## src/hw/rtl/olist_pkg.sv

```systemverilog
// olist_pkg: shared types and constants for the ordered list block
// operation and status codes, controller states, default sizes
// no dependencies
package olist_pkg;

  // default sizes, overridable on the top level
  localparam int CAPACITY_DEF   = 16;
  localparam int VALUE_BITS_DEF = 32;

  // fixed field widths of the command and result ports
  localparam int OP_W  = 2;
  localparam int KEY_W = 32;
  localparam int POS_W = 4;
  localparam int CNT_W = 5;
  localparam int STS_W = 2;

  // operation codes
  typedef enum logic [OP_W-1:0] {
    OP_INSERT = 2'd0,
    OP_DELETE = 2'd1,
    OP_SEARCH = 2'd2
  } op_e;

  // status codes
  typedef enum logic [STS_W-1:0] {
    STAT_OK      = 2'd0,
    STAT_MISSING = 2'd1,
    STAT_FULL    = 2'd2
  } status_e;

  // controller states
  typedef enum logic [1:0] {
    ST_IDLE,
    ST_SCAN,
    ST_SHIFT
  } state_e;

endpackage

```

## src/hw/rtl/ordered_list_insert_delete_search.sv

```systemverilog
// ordered list, newest at head, held as a ring in a synchronous ram
// insert or unknown op: result in the cycle after the request; search: scan from the head,
// one entry compared per cycle through the single ram read port; delete: scan to the match,
// then the entries behind it move up one per cycle
// one transaction at a time, busy high from a search or delete until its result strobe; results cannot be stalled
// reset empties the list at once (count and head cleared), ram contents are left as they are
module ordered_list_insert_delete_search #(
  parameter int CAPACITY   = olist_pkg::CAPACITY_DEF,
  parameter int VALUE_BITS = olist_pkg::VALUE_BITS_DEF
) (
  input  logic                            clk_i,
  input  logic                            rst_ni,
  input  logic                            start,
  output logic                            busy,
  input  logic [olist_pkg::OP_W-1:0]      op_i,
  input  logic signed [olist_pkg::KEY_W-1:0] key_i,
  output logic                            result_valid_o,
  output logic [olist_pkg::STS_W-1:0]     status_o,
  output logic [olist_pkg::POS_W-1:0]     position_o,
  output logic [olist_pkg::CNT_W-1:0]     entry_count_o
);

  localparam int AW = $clog2(CAPACITY);
  localparam int CW = $clog2(CAPACITY + 1);

  // physical slot of a logical index, ring starting at the head
  function automatic logic [AW-1:0] slot_of(input logic [AW-1:0] head,
                                            input logic [AW-1:0] idx);
    logic [AW:0] sum;
    sum = {1'b0, head} + {1'b0, idx};
    if (sum >= (AW+1)'(CAPACITY)) begin
      sum = sum - (AW+1)'(CAPACITY);
    end
    return sum[AW-1:0];
  endfunction

  olist_pkg::state_e  state_q, state_d;
  olist_pkg::status_e stat_q, stat_d;

  logic [VALUE_BITS-1:0] key_q, key_d;
  logic                  is_del_q, is_del_d;
  logic [AW-1:0]         head_q, head_d;
  logic [CW-1:0]         count_q, count_d;
  logic [CW-1:0]         nxt_q, nxt_d;
  logic [CW-1:0]         rd_idx_q, rd_idx_d;
  logic                  pend_q, pend_d;
  logic [CW-1:0]         wr_q, wr_d;
  logic [CW-1:0]         pos_q, pos_d;
  logic                  vld_q, vld_d;

  logic                  accept;
  logic signed [63:0]    key_ext;
  logic [VALUE_BITS-1:0] key_val;
  logic                  match;
  logic                  last;
  logic                  shift_end;
  logic [AW-1:0]         new_head;

  logic                  ram_we;
  logic [AW-1:0]         ram_waddr;
  logic [VALUE_BITS-1:0] ram_wdata;
  logic [AW-1:0]         ram_raddr;
  logic [VALUE_BITS-1:0] ram_rdata;

  logic [31:0]           pos_ext;
  logic [31:0]           cnt_ext;

  // entry store
  olist_ram #(
    .DEPTH (CAPACITY),
    .WIDTH (VALUE_BITS)
  ) u_ram (
    .clk_i   (clk_i),
    .we_i    (ram_we),
    .waddr_i (ram_waddr),
    .wdata_i (ram_wdata),
    .raddr_i (ram_raddr),
    .rdata_o (ram_rdata)
  );

  // handshake and key sizing
  assign busy    = (state_q != olist_pkg::ST_IDLE);
  assign accept  = start && !busy;
  assign key_ext = 64'(key_i);
  assign key_val = key_ext[VALUE_BITS-1:0];

  // scan and shift conditions
  assign match     = pend_q && (ram_rdata == key_q);
  assign last      = pend_q && (rd_idx_q == (count_q - CW'(1)));
  assign shift_end = !pend_q && (nxt_q >= count_q);
  assign new_head  = (head_q == '0) ? AW'(CAPACITY - 1) : (head_q - AW'(1));

  // next state
  always_comb begin
    state_d = state_q;
    case (state_q)
      olist_pkg::ST_IDLE: begin
        if (accept && ((op_i == olist_pkg::OP_DELETE) ||
                       (op_i == olist_pkg::OP_SEARCH))) begin
          state_d = olist_pkg::ST_SCAN;
        end
      end
      olist_pkg::ST_SCAN: begin
        if (match) begin
          state_d = is_del_q ? olist_pkg::ST_SHIFT : olist_pkg::ST_IDLE;
        end else if ((count_q == '0) || last) begin
          state_d = olist_pkg::ST_IDLE;
        end
      end
      olist_pkg::ST_SHIFT: begin
        if (shift_end) begin
          state_d = olist_pkg::ST_IDLE;
        end
      end
      default: begin
        state_d = olist_pkg::ST_IDLE;
      end
    endcase
  end

  // datapath, ram control and result
  always_comb begin
    key_d     = key_q;
    is_del_d  = is_del_q;
    head_d    = head_q;
    count_d   = count_q;
    nxt_d     = nxt_q;
    rd_idx_d  = rd_idx_q;
    pend_d    = pend_q;
    wr_d      = wr_q;
    pos_d     = pos_q;
    stat_d    = stat_q;
    vld_d     = 1'b0;
    ram_we    = 1'b0;
    ram_waddr = slot_of(head_q, wr_q[AW-1:0]);
    ram_wdata = ram_rdata;
    ram_raddr = slot_of(head_q, nxt_q[AW-1:0]);
    case (state_q)
      olist_pkg::ST_IDLE: begin
        if (accept) begin
          case (op_i)
            olist_pkg::OP_INSERT: begin
              vld_d = 1'b1;
              pos_d = '0;
              if (count_q >= CW'(CAPACITY)) begin
                stat_d = olist_pkg::STAT_FULL;
              end else begin
                stat_d    = olist_pkg::STAT_OK;
                head_d    = new_head;
                count_d   = count_q + CW'(1);
                ram_we    = 1'b1;
                ram_waddr = new_head;
                ram_wdata = key_val;
              end
            end
            olist_pkg::OP_DELETE, olist_pkg::OP_SEARCH: begin
              key_d    = key_val;
              is_del_d = (op_i == olist_pkg::OP_DELETE);
              nxt_d    = '0;
              pend_d   = 1'b0;
            end
            default: begin
              vld_d  = 1'b1;
              stat_d = olist_pkg::STAT_MISSING;
              pos_d  = '0;
            end
          endcase
        end
      end
      olist_pkg::ST_SCAN: begin
        if (match) begin
          pos_d  = rd_idx_q;
          pend_d = 1'b0;
          if (is_del_q) begin
            wr_d  = rd_idx_q;
            nxt_d = rd_idx_q + CW'(1);
          end else begin
            vld_d  = 1'b1;
            stat_d = olist_pkg::STAT_OK;
          end
        end else if ((count_q == '0) || last) begin
          vld_d  = 1'b1;
          stat_d = olist_pkg::STAT_MISSING;
          pos_d  = '0;
          pend_d = 1'b0;
        end else begin
          // issue the read of the next entry
          pend_d   = 1'b1;
          rd_idx_d = nxt_q;
          nxt_d    = nxt_q + CW'(1);
        end
      end
      olist_pkg::ST_SHIFT: begin
        // move the entry read last cycle one place towards the head
        if (pend_q) begin
          ram_we = 1'b1;
          wr_d   = wr_q + CW'(1);
        end
        if (nxt_q < count_q) begin
          pend_d = 1'b1;
          nxt_d  = nxt_q + CW'(1);
        end else begin
          pend_d = 1'b0;
          if (!pend_q) begin
            count_d = count_q - CW'(1);
            vld_d   = 1'b1;
            stat_d  = olist_pkg::STAT_OK;
          end
        end
      end
      default: begin
        pend_d = 1'b0;
      end
    endcase
  end

  // control registers
  always_ff @(posedge clk_i or negedge rst_ni) begin
    if (!rst_ni) begin
      state_q <= olist_pkg::ST_IDLE;
      head_q  <= '0;
      count_q <= '0;
      pend_q  <= 1'b0;
      vld_q   <= 1'b0;
    end else begin
      state_q <= state_d;
      head_q  <= head_d;
      count_q <= count_d;
      pend_q  <= pend_d;
      vld_q   <= vld_d;
    end
  end

  // payload registers
  always_ff @(posedge clk_i) begin
    key_q    <= key_d;
    is_del_q <= is_del_d;
    nxt_q    <= nxt_d;
    rd_idx_q <= rd_idx_d;
    wr_q     <= wr_d;
    pos_q    <= pos_d;
    stat_q   <= stat_d;
  end

  // result ports
  assign pos_ext        = 32'(pos_q);
  assign cnt_ext        = 32'(count_q);
  assign result_valid_o = vld_q;
  assign status_o       = stat_q;
  assign position_o     = pos_ext[olist_pkg::POS_W-1:0];
  assign entry_count_o  = cnt_ext[olist_pkg::CNT_W-1:0];

endmodule

```

## src/hw/rtl/olist_ram.sv

```systemverilog
// olist_ram: entry store, one write port and one registered read port
// plain array, no reset; read data appears in the cycle after the address
// no dependencies
module olist_ram #(
  parameter int DEPTH = 16,
  parameter int WIDTH = 32
) (
  input  logic                     clk_i,
  input  logic                     we_i,
  input  logic [$clog2(DEPTH)-1:0] waddr_i,
  input  logic [WIDTH-1:0]         wdata_i,
  input  logic [$clog2(DEPTH)-1:0] raddr_i,
  output logic [WIDTH-1:0]         rdata_o
);

  logic [WIDTH-1:0] mem [DEPTH];
  logic [WIDTH-1:0] rdata_q;

  // write port
  always_ff @(posedge clk_i) begin
    if (we_i) begin
      mem[waddr_i] <= wdata_i;
    end
  end

  // registered read port
  always_ff @(posedge clk_i) begin
    rdata_q <= mem[raddr_i];
  end

  assign rdata_o = rdata_q;

endmodule
```

## config.mk

```make
export PLATFORM = sky130hd
export DESIGN_NAME = ordered_list_insert_delete_search
export DESIGN_NICKNAME = d
export VERILOG_FILES = /design/src/hw/rtl/olist_pkg.sv /design/src/hw/rtl/ordered_list_insert_delete_search.sv /design/src/hw/rtl/olist_ram.sv
export SDC_FILE = /design/constraint.sdc
export NUM_CORES = 1
export LEC_CHECK = 0
export BUFFER_PORTS_ARGS = -buffer_cell sky130_fd_sc_hd__buf_2
export CORE_MARGIN = 2
export CORE_UTILIZATION = 45
export CTS_CLUSTER_DIAMETER = 40
export DETAILED_ROUTE_END_ITERATION = 8
export PLACE_DENSITY = 0.7
export REMOVE_ABC_BUFFERS = 1
export SETUP_SLACK_MARGIN = 0.5
export SKIP_LAST_GASP = 1
export SLEW_MARGIN = 20
export SYNTH_ARGS = -nofsm -noshare
export SYNTH_HDL_FRONTEND = slang
export SYNTH_SLANG_ARGS = --single-unit
```

## constraint.sdc

```tcl
create_clock -name clk_i -period 4.25 [get_ports clk_i]
set_input_delay 0.6375 -clock clk_i [delete_from_list [all_inputs] [get_ports clk_i]]
set_output_delay 0.6375 -clock clk_i [all_outputs]
set_load 0.005 [all_outputs]
```

==> flow_summary_export.csv <==
group,metric,value,unit
outcome,run_status,"complete, no violations",
drt,postRouteWirelength,55100,um
synthesis,yosys_warnings,0,
floorplan,floorplan.rows,84,
worst_setup_path,startpoint_type,"flip-flop",
drt,detailroute.via_count,12800,
floorplan,fp.coreArea,52900,um^2
clock_tree,clkSlewWorstSetupHoldPaths,0.06,ns
floorplan,fp.dieArea,55600,um^2
worst_setup_path,timing.critical_path.cells,"xor2_1 -> nor4_1 -> nand4_1 -> nor4_4 -> nor3b_2 -> or3b_2 -> nor3_1",
power,pwr_density_cell,820,nW/um^2
synthesis,seq_area_frac_synth,74.1,%
synthesis,synth-edff-count,565,
synthesis,yosys_register_bits,610,
global_route,grt_use_total,20.0,%
clock_tree,clk_path_buf_depth,3,
global_route,antenna_found_initial,1,
timing,final.setup.worst_slack,0.761,ns
floorplan,effective_utilization_at_floorplan,45.8,%
clock_tree,cts-htree-levels,3,
power,power.leakage,0.00964,uW
floorplan,die_y,236,um
drt,vias_per_cell,5.79,
timing,final.setup_skew,0.0327,ns
drt,detail_route.wl_per_cell,24.9,um
timing,layout_worst_path_cycle_share,82.1,%
timing,fmax,287,MHz
global_route,grt_start_max_net_pins,65,
timing,timing_max_transition_violations_final,0,
global_route,grt_pass1_vias,12900,
clock_tree,post-cts-setup-buffer-count,0,
synthesis,cell_count_after_synthesis,1326,
timing,timing.hold.ws,0.228,ns
clock_tree,cts.sinks,610,
drt,drt_pass1_iterations,6,
synthesis,synthMostInstantiatedCell,"sky130_fd_sc_hd__edfxtp_1",
floorplan,die-width,236,um
clock_tree,cts_repair_resize_count,0,
clock_tree,clkLatencyLatePin,0.63,ns
worst_setup_path,crit_path_end_kind,"flip-flop",
worst_setup_path,critical_path.top_delay_family,"simple AND/OR/NAND/NOR gates",
place,port_buffers,49,
worst_setup_path,timing.critical_path.buf_inv,0,
worst_setup_path,timing.setup.critical_path_class,"flip-flop to flip-flop",
worst_setup_path,critPathMaxStageDelay,0.83,ns
drt,drt_iter0_drc,1560,
synthesis,yosysTopAreaCellShare,70.1,%
synthesis,synth.avg_cell_area,18.2,um^2
synthesis,synth_cell_type_count,46,
synthesis,synth.top_cells.by_count,"565 x sky130_fd_sc_hd__edfxtp_1, 183 x sky130_fd_sc_hd__nand2_1, 128 x sky130_fd_sc_hd__mux4_2",
timing,final.setup.tns,0,ns
clock_tree,ctsRootBufferMaster,"sky130_fd_sc_hd__clkbuf_16",
synthesis,yosysTopAreaCell,"sky130_fd_sc_hd__edfxtp_1",
power,p_total,23500,uW
place,worst_slack_after_detailed_placement,0.785,ns
worst_setup_path,cpMaxStageDelayCell,"sky130_fd_sc_hd__nor4_1",
drt,remaining_drc_errors,0,
final_layout,final_layout_size_suffix_gt1_share,25.6,%
synthesis,postSynth.topFlopCell,"sky130_fd_sc_hd__edfxtp_1",
place,gp_routability_congestion,0.804,
global_route,overflow,0,
timing,rsz_0062_raised_after_global_routing,"false",
floorplan,num_io_pins,50,
power,vdd_ir_drop_max,0.000421,V
synthesis,ys_top_cells_by_area,"sky130_fd_sc_hd__edfxtp_1 70%, sky130_fd_sc_hd__mux4_2 12%, sky130_fd_sc_hd__nand2_1 2.8%",
final_layout,flow.area_growth_from_synthesis,18.4,%
timing,tightest_slew,1.05,ns
worst_setup_path,required,4.52,ns
drt,post_detailed_route_count_of_antenna_violating_nets,0,
synthesis,share_of_flip_flops_with_an_asynchronous_set_or_reset,2.13,%
job,drv.max_cap_violation_count,0,
worst_setup_path,critical_path_peak_fanout,9,
timing,final-hold-violation-count,0,
global_route,grt_pass1_wl,82700,um
place,post-dp-hpwl,31800,um
timing,slew_headroom,29.7,%
synthesis,synth_area,24200,um^2
min_path,hold_path_class,"input port to flip-flop",
worst_setup_path,cp_data_arrival_time,3.76,ns
clock_tree,cts_tree,"yes",
clock_tree,cts-buffers-inserted,84,
final_layout,design.final.nets,1512,
timing,setup_violations,0,
timing,period_needed,3.49,ns
-- power by group --
group,internal [uW],leakage (uW),switching [uW]
Clock,4240,0.00137,2700
Sequential,7750,0.00552,331
Combinational,3630,0.00275,4830
Total,15600,0.00964,7860
-- through the flow --
| step | utilization (%) | area, um^2 | std cells |
|---|---|---|---|
| after floorplan | - | 24000 | 1267 |
| after global placement | 48.8 | 25800 | 2049 |
| after detailed placement | 48.8 | 25800 | 2049 |
| after CTS | 54.2 | 28600 | 2206 |
| after global routing | 54.2 | 28600 | 2206 |
| final | 54.2 | 28600 | 2208 |
-- layout by cell type, fill, tap and decap left out, types with 4 or more instances in the layout --
cell and n:
sky130_fd_sc_hd__and3_1 4, sky130_fd_sc_hd__nor2b_1 6, sky130_fd_sc_hd__inv_6 14, sky130_fd_sc_hd__clkbuf_1 12, sky130_fd_sc_hd__dfrtp_1 13, sky130_fd_sc_hd__a21o_1 4
sky130_fd_sc_hd__nor2_1 13, sky130_fd_sc_hd__xor2_1 27, sky130_fd_sc_hd__buf_4 28, sky130_fd_sc_hd__nor4_1 5, sky130_fd_sc_hd__bufinv_16 7, sky130_fd_sc_hd__nand3_1 12
sky130_fd_sc_hd__clkinv_2 6, sky130_fd_sc_hd__dfxtp_1 32, sky130_fd_sc_hd__a21oi_1 19, sky130_fd_sc_hd__nor2_4 16, sky130_fd_sc_hd__inv_8 5, sky130_fd_sc_hd__clkinvlp_4 4
sky130_fd_sc_hd__clkbuf_16 86, sky130_fd_sc_hd__buf_2 49, sky130_fd_sc_hd__nand4_1 6, sky130_fd_sc_hd__o21ai_0 16, sky130_fd_sc_hd__mux2i_1 7, sky130_fd_sc_hd__a31oi_1 33
sky130_fd_sc_hd__clkinv_1 10, sky130_fd_sc_hd__ha_1 24, sky130_fd_sc_hd__mux4_2 128, sky130_fd_sc_hd__edfxtp_1 565, sky130_fd_sc_hd__buf_12 17, sky130_fd_sc_hd__xnor2_1 29
sky130_fd_sc_hd__clkinv_4 11, sky130_fd_sc_hd__inv_1 19, sky130_fd_sc_hd__a211oi_1 34, sky130_fd_sc_hd__and2_1 33, sky130_fd_sc_hd__nand2_1 183
-- path summary, 6_finish.rpt --
path / from / endpoint / slack [ns] / cells after the start
max in group asynchronous: rst_ni / head_q[1] / 3.53 / 2
min in group asynchronous: rst_ni / head_q[3] / 0.46 / 2
max reg2reg: key_q[29] / status_o[1] / 0.76 / 7
max: key_q[29] / status_o[1] / 0.76 / 7
min reg2reg: nxt_q[4] / rd_idx_q[4] / 0.58 / 0
min: key_i[19] / key_q[19] / 0.23 / 1
-- area by class of cell --
type	instances	area [um^2]
Inverter	21	78.8
Timing Repair Buffer	95	806
Clock inverter	56	592
Sequential cell	610	17900
Antenna cell	2	5.00
Multi-Input combinational cell	636	6140
Clock buffer	100	2220
Fill cell	4023	24200
Tap cell	688	861
-- worst reg2reg max path, cell delays in order, from the launching register on --
cell and delay [ns]:
sky130_fd_sc_hd__edfxtp_1 0.37, sky130_fd_sc_hd__xor2_1 0.19, sky130_fd_sc_hd__nor4_1 0.83, sky130_fd_sc_hd__nand4_1 0.30, sky130_fd_sc_hd__nor4_4 0.48, sky130_fd_sc_hd__nor3b_2 0.20, sky130_fd_sc_hd__or3b_2 0.50, sky130_fd_sc_hd__nor3_1 0.28
-- routing by layer --
layer | global-route usage [%] | part of all wire (%) | vias to the layer above
met4 | 6.62 | 2.0 | 0
li1 | - | - | 5500
met1 | 28.2 | 42 | 6620
met5 | 0 | 0 | -
met3 | 3.98 | 8.0 | 77
met2 | 31.6 | 48 | 584
-- cell families (layout without fill, tap and decap cells) --
family	Yosys count	count (layout)	synth area share, %
DFF	610	610	74.1
buffers and inverters	80	272	1.29
other	0	2	0
AOI/OAI and AO/OA	122	122	3.29
muxes	137	137	12.3
xor gates and xnor gates	59	59	2.14
and+or+nand+nor	291	291	5.42
adders and majority gates	27	27	1.46
-- state kept, by name, summed over array words and instances (netlist names) --
name            flops
entry_count_o       5
head_q              4
is_del_q            1
key_q              32
nxt_q               5
pend_q              1
pos_q               4
rd_idx_q            5
result_valid_o      1
state_q             2
status_o            2
u_ram.mem         512
u_ram.rdata_o      32
wr_q                4
-- repair_timing --
| item | in CTS | in global routing |
|---|---|---|
| hold buffers | 1 | 0 |
| endpoints found under the hold margin | 13 | 0 |
| endpoints found under the setup margin | 0 | 0 |
Power figures use the tool's default switching activity.
